--- src/sv/thap_pkg.sv ---
// ----------------------------------------------------------------------------
// Halftone packer package
// Types, codes and fixed widths shared by the halftone packer modules.
// ----------------------------------------------------------------------------
package thap_pkg;

    // Configuration port
    localparam int CFG_DATA_W  = 9;
    localparam int CFG_INDEX_W = 3;

    typedef enum logic [CFG_INDEX_W-1:0] {
        REG_TILE_WIDTH  = 3'd0,
        REG_TILE_HEIGHT = 3'd1,
        REG_X_PHASE     = 3'd2,
        REG_RATIO       = 3'd3,
        REG_DROP_SIZE   = 3'd4
    } cfg_index_t;

    typedef struct packed {
        logic [7:0] tile_width;
        logic [7:0] tile_height;
        logic [6:0] x_phase;
        logic [8:0] ratio;
        logic [1:0] drop_size;
    } cfg_t;

    localparam logic [7:0] TILE_WIDTH_RESET  = 8'd128;
    localparam logic [7:0] TILE_HEIGHT_RESET = 8'd128;
    localparam logic [6:0] X_PHASE_RESET     = 7'd0;
    localparam logic [8:0] RATIO_FULL        = 9'd257;
    localparam logic [1:0] DROP_SIZE_RESET   = 2'd0;

    // Drop size selectors and the codes they produce
    localparam logic [1:0] DROP_SMALL  = 2'd1;
    localparam logic [1:0] DROP_MEDIUM = 2'd2;
    localparam logic [1:0] CODE_SMALL  = 2'b01;
    localparam logic [1:0] CODE_MEDIUM = 2'b10;
    localparam logic [1:0] CODE_LARGE  = 2'b11;

    // Input mode
    localparam logic MODE_LOAD   = 1'b0;
    localparam logic MODE_SCREEN = 1'b1;

    // Stream payload
    localparam int ADDR_W      = 14;
    localparam int STORE_DEPTH = 1 << ADDR_W;
    localparam int THR_W       = 16;
    localparam int PIXEL_W     = 8;
    localparam int S_TDATA_W   = 40;
    localparam int S_TUSER_W   = 2;
    localparam int M_TDATA_W   = 8;

    // Front to back queue
    localparam int QUEUE_DEPTH = 4;
    localparam int Q_PTR_W     = $clog2(QUEUE_DEPTH);
    localparam int Q_CNT_W     = $clog2(QUEUE_DEPTH + 1);

    typedef struct packed {
        logic hit;
        logic soi;
        logic eol;
    } entry_t;

endpackage

--- src/sv/thap_queue.sv ---
// ----------------------------------------------------------------------------
// Halftone packer queue
// Short in-order queue of classified pixels between front and back end.
// ----------------------------------------------------------------------------
module thap_queue (
    input  logic                          clk,
    input  logic                          rst_n,
    input  logic                          push_valid,
    input  thap_pkg::entry_t              push_entry,
    input  logic                          pop,
    output thap_pkg::entry_t              pop_entry,
    output logic [thap_pkg::Q_CNT_W-1:0]  count
);
    import thap_pkg::*;

    entry_t               slot_reg [QUEUE_DEPTH];
    logic [Q_PTR_W-1:0]   wr_ptr_reg, rd_ptr_reg;
    logic [Q_CNT_W-1:0]   count_reg, count_next;

    assign pop_entry = slot_reg[rd_ptr_reg];
    assign count     = count_reg;

    // Track occupancy; the front end never pushes into a full queue
    always_comb
    begin
        count_next = count_reg + Q_CNT_W'(push_valid) - Q_CNT_W'(pop);
    end

    // Advance pointers and count
    always_ff @(posedge clk or negedge rst_n)
    begin
        if (!rst_n)
        begin
            wr_ptr_reg <= '0;
            rd_ptr_reg <= '0;
            count_reg  <= '0;
        end
        else
        begin
            if (push_valid)
                wr_ptr_reg <= wr_ptr_reg + Q_PTR_W'(1);
            if (pop)
                rd_ptr_reg <= rd_ptr_reg + Q_PTR_W'(1);
            count_reg <= count_next;
        end
    end

    // Store pushed entries
    always_ff @(posedge clk)
    begin
        if (push_valid)
            slot_reg[wr_ptr_reg] <= push_entry;
    end

endmodule

--- config.mk ---
export PLATFORM = sky130hd
export DESIGN_NAME = thap_queue
export DESIGN_NICKNAME = d
export VERILOG_FILES = /design/src/sv/thap_pkg.sv /design/src/sv/thap_queue.sv
export SDC_FILE = /design/constraint.sdc
export NUM_CORES = 1
export LEC_CHECK = 0
export BUFFER_PORTS_ARGS = -buffer_cell sky130_fd_sc_hd__buf_2
export CAP_MARGIN = 30
export CORE_ASPECT_RATIO = 1.2
export CORE_UTILIZATION = 50
export DETAILED_ROUTE_END_ITERATION = 8
export HOLD_SLACK_MARGIN = 0.12
export MAX_ROUTING_LAYER = met4
export PLACE_DENSITY = 0.76
export REMOVE_ABC_BUFFERS = 1
export SYNTH_ARGS = -nofsm -noshare
export SYNTH_HDL_FRONTEND = slang
export SYNTH_SLANG_ARGS = --single-unit
--- constraint.sdc ---
create_clock -name clk -period 3.6 [get_ports clk]
set_input_delay 0.72 -clock clk [delete_from_list [all_inputs] [get_ports clk]]
set_output_delay 0.72 -clock clk [all_outputs]
set_load 0.02 [all_outputs]
==> Word-level counts from Yosys, hierarchy flattened <==
Memories as Yosys holds them, arrays and structs flattened.
Index checks and enable logic that the tools add are counted.
Widths: inputs -> output; s select.
{ "op_classes": {"addsub": 4, "mux": 2} }
{ "ops": {"columns": ["operator", "count"], "rows": [
  ["$add 2x1->2 const B", 2],
  ["$add 3x1->3", 1],
  ["$sub 3x1->3", 1],
  ["$mux 1", 2]
]} }
{ "totals": {"reg_bits": 7, "ramBits": 12, "inputBits": 7, "out_inout_bits": 6, "elab_cells": 10, "mem_count": 1} }
{ "memory_table": {"columns": ["memory", "words", "width", "rd", "rd_clocked_by_memory_dff", "write_ports", "line_no", "text"], "rows": [
  ["slot_reg", 4, 3, 1, 0, 1, "thap_queue.sv:16", "entry_t slot_reg [QUEUE_DEPTH];"]
]} }

==> Depth between registers and ports, before layout <==
{ "logic_depth": {"depth_word": 2, "ltp_mapped": 6, "ltp_nobuf": 6} }

==> Least setup slack after synthesis <==
No wires, ideal clock.
{ "synth_timing": {"kind": "in2reg", "start": "in pop", "end": "reg count_reg[2] (netlist: count[2])", "setup_time_ns": 0.123, "t_arrival_ns": 1.672, "required_ns": 3.477, "setup_slack_ns": 1.806, "path_stages": 5, "n_path_buf": 0, "path_cell_list": "ha_1 inv_1 ha_1 fa_1 xnor2_1"} }
{ "synth_via": {"elab_chain_cells": 1} }
{ "synth_lines": {"columns": ["element", "line_no", "text"], "rows": [
  ["from (decl)", "thap_queue.sv:10", "input logic pop,"],
  ["$sub 3x1->3", "thap_queue.sv:26", "count_next = count_reg + Q_CNT_W'(push_valid) - Q_CNT_W'(pop);"],
  ["named net count_next[2]", "thap_queue.sv:18", "logic [Q_CNT_W-1:0] count_reg, count_next;"],
  ["to (signal assigned)", "thap_queue.sv:44", "count_reg <= count_next;"],
  ["to (decl)", "thap_queue.sv:18", null]
]} }
The timed path passes the listed nets, and every way through them passes these cells.
A chain may end at the register's enable or synchronous reset.

==> flow_metrics.tcl <==
set metrics [dict create \
    avgViaCountPerCell 4.65 \
    yosysWarnings 0 \
    grt_pass1_vias 375 \
    core-area_um2 1480 \
    cts_tree "built" \
    ir_drop_mv 0.425 \
    synth_area_per_cell_um2 16.9 \
    post-place-cells 76 \
    synth_top_family_by_area "adder cells" \
    grt_use_total 0.136 \
    drtIter0Drc 7 \
    antenna_found_initial 0 \
    synthFlopType "edfxtp_1" \
    path_max_fanout 5 \
    clock_skew_ns 0.00631 \
    drc_errors 0 \
    gp_congestion 0.739 \
    cts_num_sinks 19 \
    synth-seq-cells 19 \
    crit_type "reg -> out" \
    synthXorXnorAreaFrac 0.0538 \
    ant_nets 0 \
    yosys.area.top_type "edfxtp_1" \
    instances_no_fill 80 \
    die-area_um2 1790 \
    status "completed" \
    max_freq_mhz 453 \
    grt_pass1_wl_mm 1.56 \
    finalWorstPathRequiredPeriod_ns 2.21 \
    drv_cap 0 \
    wl_um 979 \
    grt_overflow 0 \
    crit_buf_inv 1 \
    reg2reg_from "count[0]" \
    num_antenna_cells 0 \
    clock_path_buffers 2 \
    io_buffers 12 \
    leakage_nw 0.391 \
    arrival_ns 1.49 \
    initial_core_util 0.549 \
    yosys-top-cells-count "edfxtp_1 (12), dfrtp_1 (7), ha_1 (6), inv_1 (6), and2_1 (4)" \
    yosysUniqueCellTypes 12 \
    numCtsBuffers 3 \
    htree_levels 1 \
    critical_path.startpoint "rd_ptr_reg[0]" \
    hold_buffers 0 \
    fin_nets 78 \
    async_reset_ff_frac 0.368 \
    cts_root_buf "clkbuf_4" \
    dpl_cell_area_um2 883 \
    cp_top_family "multiplexers" \
    largest_register_ff_count 12 \
    netlist.area_leader.share 0.443 \
    drt_pass1_iterations 2 \
    areaGrowthSynthToFinish_pct 11.8 \
    p_per_area_nw_per_um2 782 \
    dieWidth_um 38.8 \
    drive_gt1_frac 0.286 \
    setup_viol 0 \
    postCtsSetupBuffers 0 \
    top_level_ports 13 \
    stdcell_area_um2 910 \
    synth_compound_area_frac 0.00615 \
    synth_mux_area_frac 0.0831 \
    cpMaxStageDelayCell "mux4_2" \
    clk_latency_ns 0.28 \
    endpoint_kind "primary output" \
    cts_resized 0 \
    dieHeight_um 46.2 \
    post_drt_wl_per_cell_um 12.2 \
    synth-edff-count 12 \
    seq_area_frac_synth 0.658 \
    min_path_type "in -> async" \
    syn-instance-count 48 \
    reg2reg_depth 6 \
    min_period_over_period 0.614 \
    rsz0062_at_grt "no" \
    drv_slew 0 \
    tightest_slew_ns 0.271 \
    path_depth 2 \
    crit_path_cell_trace "mux4_2 > buf_2" \
    vias 372 \
    hold_ws_ns 0.248 \
    setup_tns_ns 0 \
    finalHoldViolCount 0 \
    path_clk_slew_ns 0.10 \
    synth_area_leaders "edfxtp_1 (44%), dfrtp_1 (22%), ha_1 (9.2%), mux4_2 (8.3%), xor2_1 (3.2%)" \
    synth.most_common_cell "edfxtp_1" \
    dp_hpwl_um 827 \
    synth_area_um2 813 \
    critPathLaunchType "register" \
    synth_fa_ha_area_frac 0.117 \
    cpPeakStageDelay_ns 0.53 \
    cp.required_ns 2.88 \
    synth_simple_gate_area_frac 0.0400 \
    grt_max_degree 11 \
    rows 15 \
    timing.slew.headroom 0.819 \
]
==> per-stage QoR <==
stage / utilization / power [mW] / setup slack (ns)
after floorplan: - / 0.545 / 1.81
after global placement: 0.596 / 0.615 / 1.66
after detailed placement: 0.596 / 0.625 / 1.64
after CTS: 0.614 / 0.724 / 1.37
after global routing: 0.614 / 0.762 / 1.32
final: 0.614 / 0.711 / 1.39
==> power by group <==
| part | switching (mW) | leakage, nW | total, mW | internal (mW) |
|---|---|---|---|---|
| clock network | 0.0560 | 0.0150 | 0.0989 | 0.0429 |
| logic | 0.138 | 0.183 | 0.260 | 0.121 |
| registers | 0.0498 | 0.192 | 0.353 | 0.303 |
==> cell usage in the layout, fill, tap and decap left out <==
cell type / synthesis / layout
mux4_2: 3 / 3
dfrtp_1: 7 / 7
inv_1: 6 / 6
fa_1: 1 / 1
nand2_1: 2 / 2
clkbuf_4: 0 / 3
ha_1: 6 / 6
and2_1: 4 / 4
edfxtp_1: 12 / 12
buf_2: 0 / 12
xor2_1: 3 / 3
o21ai_0: 1 / 1
clkbuf_1: 0 / 1
xnor2_1: 2 / 2
==> worst paths after layout <==
check                                 to  slack (ns)
setup / recovery            pop_entry[2]        1.39
hold / removal                  count[1]        0.25
setup reg to reg                count[2]        2.11
hold reg to reg            wr_ptr_reg[0]        0.53
max in group asynchronous  wr_ptr_reg[1]        3.20
min in group clk           wr_ptr_reg[0]        0.53
==> routing by layer <==
metal  up-vias  GRT usage  routed length [µm]
met3         2     0.0435                  30
met4         0     0.0414                   5
met1       167      0.150                 440
li1        196          -                   -
met2         7      0.230                 502
met5         -          -                   0
==> final cells by class <==
class,count,area [µm²]
clock buffers,4,26.3
flip-flops and latches,19,536
multi-input cells,22,244
inverters,6,22.5
well taps,17,21.3
repair buffers,12,60.1
fillers,104,573
==> kinds of logic after synthesis <==
kind of cell	Yosys count
AO/OA/AOI/OAI	1
XOR/XNOR	5
adder cells (fa/ha/maj)	7
buffers and inverters	7
flip-flops	19
multiplexers	3
AND/OR/NAND/NOR	6
(Power assumes the default switching activity.)
