--- config.mk ---
export PLATFORM = sky130hd
export DESIGN_NAME = thap_back
export DESIGN_NICKNAME = d
export VERILOG_FILES = /design/src/sv/thap_pkg.sv /design/src/sv/thap_back.sv
export SDC_FILE = /design/constraint.sdc
export NUM_CORES = 1
export LEC_CHECK = 0
export ABC_AREA = 1
export BUFFER_PORTS_ARGS = -buffer_cell sky130_fd_sc_hd__buf_2
export CAP_MARGIN = 20
export CORE_MARGIN = 2
export CORE_UTILIZATION = 38
export DETAILED_ROUTE_END_ITERATION = 16
export PLACE_DENSITY = 0.58
export SYNTH_ARGS = -nofsm -noshare
export SYNTH_HDL_FRONTEND = slang
export SYNTH_SLANG_ARGS = --single-unit
--- constraint.sdc ---
create_clock -name clk -period 1.9 [get_ports clk]
set_input_delay 0.285 -clock clk [delete_from_list [all_inputs] [get_ports clk]]
set_output_delay 0.285 -clock clk [all_outputs]
set_load 0.03 [all_outputs]
--- src/sv/thap_pkg.sv ---
// ----------------------------------------------------------------------------
// Halftone packer package
// Types, codes and fixed widths shared by the halftone packer modules.
// ----------------------------------------------------------------------------
package thap_pkg;

    // Configuration port
    localparam int CFG_DATA_W  = 9;
    localparam int CFG_INDEX_W = 3;

    typedef enum logic [CFG_INDEX_W-1:0] {
        REG_TILE_WIDTH  = 3'd0,
        REG_TILE_HEIGHT = 3'd1,
        REG_X_PHASE     = 3'd2,
        REG_RATIO       = 3'd3,
        REG_DROP_SIZE   = 3'd4
    } cfg_index_t;

    typedef struct packed {
        logic [7:0] tile_width;
        logic [7:0] tile_height;
        logic [6:0] x_phase;
        logic [8:0] ratio;
        logic [1:0] drop_size;
    } cfg_t;

    localparam logic [7:0] TILE_WIDTH_RESET  = 8'd128;
    localparam logic [7:0] TILE_HEIGHT_RESET = 8'd128;
    localparam logic [6:0] X_PHASE_RESET     = 7'd0;
    localparam logic [8:0] RATIO_FULL        = 9'd257;
    localparam logic [1:0] DROP_SIZE_RESET   = 2'd0;

    // Drop size selectors and the codes they produce
    localparam logic [1:0] DROP_SMALL  = 2'd1;
    localparam logic [1:0] DROP_MEDIUM = 2'd2;
    localparam logic [1:0] CODE_SMALL  = 2'b01;
    localparam logic [1:0] CODE_MEDIUM = 2'b10;
    localparam logic [1:0] CODE_LARGE  = 2'b11;

    // Input mode
    localparam logic MODE_LOAD   = 1'b0;
    localparam logic MODE_SCREEN = 1'b1;

    // Stream payload
    localparam int ADDR_W      = 14;
    localparam int STORE_DEPTH = 1 << ADDR_W;
    localparam int THR_W       = 16;
    localparam int PIXEL_W     = 8;
    localparam int S_TDATA_W   = 40;
    localparam int S_TUSER_W   = 2;
    localparam int M_TDATA_W   = 8;

    // Front to back queue
    localparam int QUEUE_DEPTH = 4;
    localparam int Q_PTR_W     = $clog2(QUEUE_DEPTH);
    localparam int Q_CNT_W     = $clog2(QUEUE_DEPTH + 1);

    typedef struct packed {
        logic hit;
        logic soi;
        logic eol;
    } entry_t;

endpackage

--- src/sv/thap_back.sv ---
// ----------------------------------------------------------------------------
// Halftone packer back end
// Packs four drop codes per byte, flushes at line end, and holds the output
// byte in a register until the downstream transfer completes.
// ----------------------------------------------------------------------------
module thap_back (
    input  logic                            clk,
    input  logic                            rst_n,
    input  logic [1:0]                      drop_size,
    input  logic [thap_pkg::Q_CNT_W-1:0]    q_count,
    input  thap_pkg::entry_t                q_entry,
    output logic                            pop,
    output logic                            m_tvalid,
    input  logic                            m_tready,
    // m_tdata: packed_byte[7:0]
    output logic [thap_pkg::M_TDATA_W-1:0]  m_tdata,
    output logic                            m_tlast
);
    import thap_pkg::*;

    logic [1:0]           lane_reg;
    logic [M_TDATA_W-1:0] acc_reg;
    logic                 m_tvalid_reg;
    logic [M_TDATA_W-1:0] m_tdata_reg;
    logic                 m_tlast_reg;

    logic [1:0]           lane_base;
    logic [M_TDATA_W-1:0] acc_base, acc_new, lane_bits;
    logic [1:0]           code;
    logic [2:0]           shamt;
    logic                 emit;
    logic                 out_free;

    // Pick the drop code and place it in the current lane
    always_comb
    begin
        lane_base = q_entry.soi ? 2'd0 : lane_reg;
        acc_base  = q_entry.soi ? '0 : acc_reg;
        unique case (drop_size)
            DROP_SMALL:  code = CODE_SMALL;
            DROP_MEDIUM: code = CODE_MEDIUM;
            default:     code = CODE_LARGE;
        endcase
        shamt     = {~lane_base, 1'b0};
        lane_bits = M_TDATA_W'(code) << shamt;
        acc_new   = acc_base | (q_entry.hit ? lane_bits : '0);
        emit      = (lane_base == 2'd3) || q_entry.eol;
    end

    // Take an entry unless it must emit while the output is still occupied
    assign out_free = !m_tvalid_reg || m_tready;
    assign pop      = (q_count != '0) && (!emit || out_free);

    // Lane, accumulator and output valid
    always_ff @(posedge clk or negedge rst_n)
    begin
        if (!rst_n)
        begin
            lane_reg     <= 2'd0;
            acc_reg      <= '0;
            m_tvalid_reg <= 1'b0;
        end
        else if (pop && emit)
        begin
            lane_reg     <= 2'd0;
            acc_reg      <= '0;
            m_tvalid_reg <= 1'b1;
        end
        else
        begin
            if (m_tvalid_reg && m_tready)
                m_tvalid_reg <= 1'b0;
            if (pop)
            begin
                lane_reg <= lane_base + 2'd1;
                acc_reg  <= acc_new;
            end
        end
    end

    // Output payload
    always_ff @(posedge clk)
    begin
        if (pop && emit)
        begin
            m_tdata_reg <= acc_new;
            m_tlast_reg <= q_entry.eol;
        end
    end

    assign m_tvalid = m_tvalid_reg;
    assign m_tdata  = m_tdata_reg;
    assign m_tlast  = m_tlast_reg;

endmodule

=== Word-level counts from Yosys, hierarchy flattened ===
Index checks and enable logic that the tools add are counted.

* Bits in registers: 20
* Input port bits: 11
* Output and inout port bits: 11
* Logic and storage cells: 33

* Add/sub/neg operators: 1
* Eq/ne operators: 3
* Shifts and indexed selects: 1
* Multiplexer cells: 10
* Bitwise gates (word level): 2
* Reductions and logical operators: 11

{| class="wikitable"
|+ Operators by type and width
! operator !! count
|-
| 8-bit 2-to-1 mux || 4
|-
| 8-bit OR || 1
|-
| 2-bit by 3-bit << shifter with 8-bit output || 1
|-
| 2-bit 2-to-1 mux || 3
|-
| 2-bit == test, second input constant || 2
|-
| 2-bit one-hot mux with 2 select lines || 1
|-
| 2-bit nonzero test || 2
|-
| 1-bit logical AND || 3
|-
| 1-bit logical OR || 3
|-
| 3-bit nonzero test || 1
|-
| 2-bit by 1-bit adder with 2-bit output, second input constant || 1
|-
| 2-bit by 1-bit == test with 1-bit output, second input constant || 1
|-
| 1-bit logical NOT || 2
|-
| 1-bit 2-to-1 mux || 2
|-
| 2-bit NOT || 1
|}

=== Depth between registers and ports, before layout ===
Gate-level depths: netlist (run 1).

* Depth after elaboration: 8
* Gate-level depth with buffers: 9
* Mapped depth without buffers: 8

=== Least setup slack after synthesis (run 1) ===
No wires, ideal clock.

* Path type: reg2reg
* Start: reg lane_reg[0]
* End: reg m_tdata_reg[0], in the netlist m_tdata[0] (enable)
* Setup time: 0.374 ns
* Arrival: 1.557 ns
* Data required time: 1.526 ns
* Path slack: -0.031 ns
* Cell stages (with the launch flop): 8
* Cell sequence: dfrtp_1 nand2_2 inv_1 ha_1 nor2_1 o21ai_1 buf_4 nor2_1

* Longest elaborated chain between the ends: 7

{| class="wikitable"
|+ Ends and longest elaborated chain
! item !! line !! text
|-
| start: declaration || thap_back.sv:21 || <nowiki>logic [1:0] lane_reg;</nowiki>
|-
| start signal: assignment || thap_back.sv:75 || <nowiki>lane_reg <= lane_base + 2'd1;</nowiki>
|-
| 2-bit 2-to-1 mux * || thap_back.sv:37 || <nowiki>lane_base = q_entry.soi ? 2'd0 : lane_reg;</nowiki>
|-
| 2-bit == test * || thap_back.sv:47 || <nowiki>emit = (lane_base == 2'd3) || q_entry.eol;</nowiki>
|-
| 1-bit logical OR * || thap_back.sv:47 ||
|-
| 1-bit logical NOT || thap_back.sv:52 || <nowiki>assign pop = (q_count != '0) && (!emit || out_free);</nowiki>
|-
| 1-bit logical OR || thap_back.sv:52 ||
|-
| 1-bit logical AND || thap_back.sv:52 ||
|-
| 1-bit logical AND * || thap_back.sv:84 || <nowiki>if (pop && emit)</nowiki>
|-
| end signal: assignment || thap_back.sv:86 || <nowiki>m_tdata_reg <= acc_new;</nowiki>
|-
| end: declaration || thap_back.sv:24 || <nowiki>logic [M_TDATA_W-1:0] m_tdata_reg;</nowiki>
|}

Every way passes the cells marked *; elsewhere a longest branch is shown, timed or not.
A chain may end at the register's enable or synchronous reset.

=== Worst setup path after layout (run 1) ===
* Start: reg lane_reg[1]
* End: out pop

* Longest elaborated chain between the ends: 6

{| class="wikitable"
|+ Ends and longest elaborated chain
! item !! line !! text
|-
| 2-bit 2-to-1 mux || thap_back.sv:37 ||
|-
| 2-bit == test || thap_back.sv:47 ||
|-
| 1-bit logical OR || thap_back.sv:47 ||
|-
| 1-bit logical NOT || thap_back.sv:52 ||
|-
| 1-bit logical OR || thap_back.sv:52 ||
|-
| 1-bit logical AND || thap_back.sv:52 ||
|-
| end: declaration || thap_back.sv:12 || <nowiki>output logic pop,</nowiki>
|}

Every way passes these cells.

==> reports/metrics.yaml, run 1 <==
status: "complete, no violations"
worstPathArrival_ns: 1.54
yosys.area.top_type: "dfrtp_1"
dr.pass1.iters: 4
utilization: 0.485
skew_ns: 0.00363
rows: 18
synthArstFlopShare: 0.550
numPortBuffers: 21
worst_slew_pin_slew_ns: 0.444
core_area_um2: 2410
startpoint_type: "flip-flop"
ys_seq_area_frac: 0.577
diodes: 0
period_share: 0.958
hold_path.class: "input pin to flip-flop"
placed_area_um2: 1080
vias_per_cell: 4.70
p_per_area_nw_per_um2: 765
p_total_w: 0.000893
hpwl_um: 1320
drt_iter0_markers: 11
fp.dieH_um: 53.9
drv_cap: 0
place.gp.congestion: 0.824
syn_area_um2: 945
synthTopCellsByArea: "dfrtp_1 (29%), edfxtp_1 (29%), nand2_1 (19%)"
wire_per_inst_um: 11.2
leakagePower_nw: 0.619
htree_num_levels: 1
min_from: "q_entry[0]"
synth_common_cells: "nand2_1 (48), dfrtp_1 (11), edfxtp_1 (9)"
syn-mean-instance-area_um2: 9.00
clk_path_buf_depth: 2
path_max_fanout: 4
r2r_slack_ns: 0.22
clock_latency_ns: 0.29
finalHoldViolCount: 0
clk_pin_slew_worst_paths_ns: 0.11
min_to: "m_tlast"
ios: 22
grt_max_degree: 12
drcViolationCount: 0
path_class: "flip-flop to output port"
worstHoldPathCells: 1
worstReg2RegStart: "lane_reg[1]"
fillCellCount: 232
grt_first_pass_wirelength_um: 2940
relSlewSlack: 0.704
syn_to_final_growth_pct: 23.7
cts_sinks: 20
stdcell_area_um2: 1170
fin_crit_ns: 1.82
grt_use_total: 0.145
cts_tree: "built"
clock-root-buffer: "clkbuf_4"
nNetsFinal: 148
drtAntennaViolNets: 0
fp.dieArea_um2: 2900
register_area_um2: 546
grt.overflow.total: 0
finalSetupViolCount: 0
initial_core_util: 0.392
die_width_um: 53.9
end_kind: "output port"
antenna_found_initial: 0
synth-edff-count: 9
cts_made_buffers: 3
synth.most_common_cell: "nand2_1"
drive_gt1_frac: 0.363
ys_warn_count: 0
synth_top_flop_cell: "dfrtp_1"
grt_pass1_vias: 684
rr_worst_depth: 6
wirelength_um: 1840
synth_seq_cells: 20
num_vias: 775
syn-num-nets: 117
cp_data_required_time_ns: 1.62
crit_path_start: "lane_reg[1]"
synthCells: 105
drv_slew: 0
peakVddDrop_mv: 0.437
fmax_mhz: 549
multi_input_area_um2: 348
netlist.area_leader.share: 0.291
crit-reg2reg-capture: "m_tdata[4]"
synth.distinct_cells: 17
layer usage:
layer  global-route usage  routed length [µm]  share of wire  up-vias
li1                     -                   -              -      384
met1                0.180                 746           0.40      366
met2                0.240                 973           0.53       23
met3               0.0250                 108          0.059        2
met4               0.0769                  15         0.0081        0
met5                    0                   0              0        -
area by class of cell:
class / instances / share of cell area
Multi-Input combinational cell: 72 / 0.298
Tap cell: 30 / 0.0321
Sequential cell: 20 / 0.467
Clock buffer: 4 / 0.0225
Timing Repair Buffer: 29 / 0.149
Inverter: 10 / 0.0321
stage by stage:
| step | TNS (ns) | cells | setup slack (ns) | hold slack [ns] |
|---|---|---|---|---|
| final | 0 | 165 | 0.0789 | 0.196 |
| after global routing | -0.0324 | 165 | -0.0324 | 0.175 |
| after CTS | 0 | 161 | 0.0310 | 0.178 |
| after detailed placement | 0 | 156 | 0.0757 | 0.180 |
| after global placement | 0 | 156 | 0.139 | 0.180 |
| after floorplan | 0 | 105 | 0.104 | -0.0106 |
critical path, cell delays in order, from the launching register on:
cell	delay, ns
dfrtp_1	0.43
inv_2	0.07
nor2_4	0.08
ha_2	0.17
nor2_2	0.05
o21ai_2	0.18
inv_1	0.10
buf_6	0.15
how the worst max path moves through the flow:
stage and endpoint:
6_report pop, 5_1_grt pop, 4_1_cts pop, 3_5_place_dp m_tdata[1], 3_3_place_gp m_tdata[1], 2_1_floorplan m_tdata[0]
what timing repair did:
item,4_1_cts,5_1_grt
setup buffers,0,4
pin swaps,0,3
hold buffers,1,0
cloned,0,0
resized for setup,2,5
hold endpoints to repair,11,0
setup endpoints to repair,1,1
cell families after synthesis:
group | Yosys count | share of synthesized area
flops | 20 | 0.577
buf+inv | 13 | 0.0715
compound gates | 7 | 0.0530
simple gates | 64 | 0.285
fa+ha+maj | 1 | 0.0132
placed cells by master, fill, tap and decap left out, types with 2 or more instances in the layout:
cell type  synthesis  layout
o21ai_2            4       5
dfrtp_1           11      11
buf_2              0      20
inv_1              7       7
nor2_1             8       6
inv_2              3       3
edfxtp_1           9       9
buf_4              1       7
clkbuf_4           0       3
nor2_2             1       2
nand2_2            4       4
nand2_1           48      48
power by group:
part | internal, W | switching, W
sequential | 0.000488 | 0.0000137
combinational | 0.0000641 | 0.000123
clock | 0.0000817 | 0.000124
total | 0.000633 | 0.000260
(Power assumes the default switching activity.)
==> run 2: changes to the inputs <==
--- a/config.mk
+++ b/config.mk
@@ -8,7 +8,6 @@
 export ABC_AREA = 1
 export BUFFER_PORTS_ARGS = -buffer_cell sky130_fd_sc_hd__buf_2
 export CAP_MARGIN = 20
-export CORE_MARGIN = 2
 export CORE_UTILIZATION = 38
 export DETAILED_ROUTE_END_ITERATION = 16
 export PLACE_DENSITY = 0.58
==> constraint.sdc (replaced) <==
create_clock -name clk -period 1.9 [get_ports clk]
set_input_delay 0 -clock clk [delete_from_list [all_inputs] [get_ports clk]]
set_output_delay 0 -clock clk [all_outputs]
set_load 0.03 [all_outputs]
==> run 2 against run 1 <==
  * The run now ends with negative hold slack left
  * Non-clock buffer count is 4 lower
  * Register-to-register slack worse by 0.05 ns
  * Global-route usage is 1.8 points higher
  * Count of clock-buffer cells in the layout is 1 lower
  * Critical endpoint unchanged
  * Power is 14% higher
  * Clock power is 70% higher
  * Via count is 7.1% lower
  * Cell area is 2.0% lower
  * Wire length is 4.7% lower
  * First-iteration DRC count is 55% higher
==> reports/metrics.yaml, run 2 (synthesized netlist as in run 1, its figures left out) <==
path_max_fanout: 11
hold_buffers: 2
hold_path.class: "input pin to flip-flop"
min_from: "m_tready"
place.gp.congestion: 0.785
diodes: 0
leakagePower_nw: 0.609
finalSetupViolCount: 0
final_cell_mix: "nand2_1 (48), buf_2 (21), dfrtp_1 (11)"
dr.pass1.iters: 4
grt_first_pass_wirelength_um: 3080
drt_iter0_markers: 17
htree_num_levels: 1
placed_area_um2: 1070
cp_data_required_time_ns: 1.90
failed_checks: "negative hold slack"
grt_pass1_vias: 710
nNetsFinal: 144
cts_setup_buffers: 0
worstHoldPathCells: 4
pre_cts_slack_ns: 0.146
peakVddDrop_mv: 0.485
worstReg2RegStart: "lane_reg[0]"
core_area_um2: 2280
clock_latency_ns: 0.30
drv_cap: 0
ios: 22
utilization: 0.503
crit-reg2reg-capture: "m_tdata[3]"
holdWs_ns: -0.00615
initial_core_util: 0.415
ctsResizeCount: 0
worst_slew_pin_slew_ns: 0.454
final_common_cell: "nand2_1"
numPortBuffers: 21
fp.dieH_um: 51.9
wire_per_inst_um: 11.1
rr_worst_depth: 6
rows: 17
period_share: 0.934
clk_pin_slew_worst_paths_ns: 0.12
cts_made_buffers: 3
min_to: "m_tvalid"
end_kind: "output port"
finalHoldViolCount: 1
status: "finished, violations left"
cts_tree: "built"
grt_use_total: 0.164
num_vias: 720
grt_max_degree: 13
r2r_slack_ns: 0.17
drv_slew: 0
clock-root-buffer: "clkbuf_4"
syn_to_final_growth_pct: 21.2
clk_path_buf_depth: 2
antenna_found_initial: 0
skew_ns: 0.00150
drive_gt1_frac: 0.321
drtAntennaViolNets: 0
fin_crit_ns: 1.77
finalWorstSetupSlack_ns: 0.125
cts_sinks: 20
startpoint_type: "flip-flop"
drcViolationCount: 0
fmax_mhz: 564
rsz0062_at_grt: "no"
stdcell_area_um2: 1140
grt.overflow.total: 0
p_per_area_nw_per_um2: 890
setup_tns_ns: 0
path_class: "flip-flop to output port"
die_width_um: 51.9
worstPathArrival_ns: 1.77
wirelength_um: 1760
vias_per_cell: 4.53
relSlewSlack: 0.697
hpwl_um: 1310
fp.dieArea_um2: 2690
run 2: cell type report:
class	count	area (µm²)
clock buffer	3	22.5
clock inverter	1	30.0
fill	219	1130
inverter	10	37.5
multi-input combinational	72	334
sequential	20	546
tap	28	35.0
timing repair buffer	25	140
run 2: how the worst max path moves through the flow:
stage | to | cells after the start | slack, ns | from
2_1_floorplan | m_tdata[0] | 7 | 0.10 | lane_reg[0]
3_3_place_gp | m_tdata[0] | 6 | 0.20 | lane_reg[0]
3_5_place_dp | m_tdata[1] | 6 | 0.15 | lane_reg[0]
4_1_cts | pop | 8 | 0.12 | lane_reg[0]
5_1_grt | pop | 8 | 0.01 | lane_reg[0]
6_report | pop | 8 | 0.13 | lane_reg[0]
run 2: routing by layer:
layer	vias to the layer above	part of all wire	GRT usage
met5	-	0	0
met4	0	0.015	0.0811
met3	2	0.027	0.0292
met2	10	0.49	0.282
met1	332	0.46	0.193
li1	376	-	-
run 2: power breakdown:
part	internal, W	switching [W]
clock	0.000213	0.000136
combinational	0.0000514	0.000117
sequential	0.000488	0.0000141
run 2: per-stage QoR:
stage / total power [W] / std cells
6_report: 0.00102 / 159
5_1_grt: 0.00106 / 159
4_1_cts: 0.00103 / 159
3_5_place_dp: 0.000679 / 153
3_3_place_gp: 0.000676 / 153
2_1_floorplan: 0.000628 / 105
run 2: critical path, cell delays in order, from the launching register on:
cell	delay [ns]
dfrtp_1	0.40
nand2_2	0.12
inv_1	0.06
ha_1	0.18
nor2_1	0.14
o21ai_1	0.11
buf_4	0.19
inv_1	0.07
buf_2	0.19
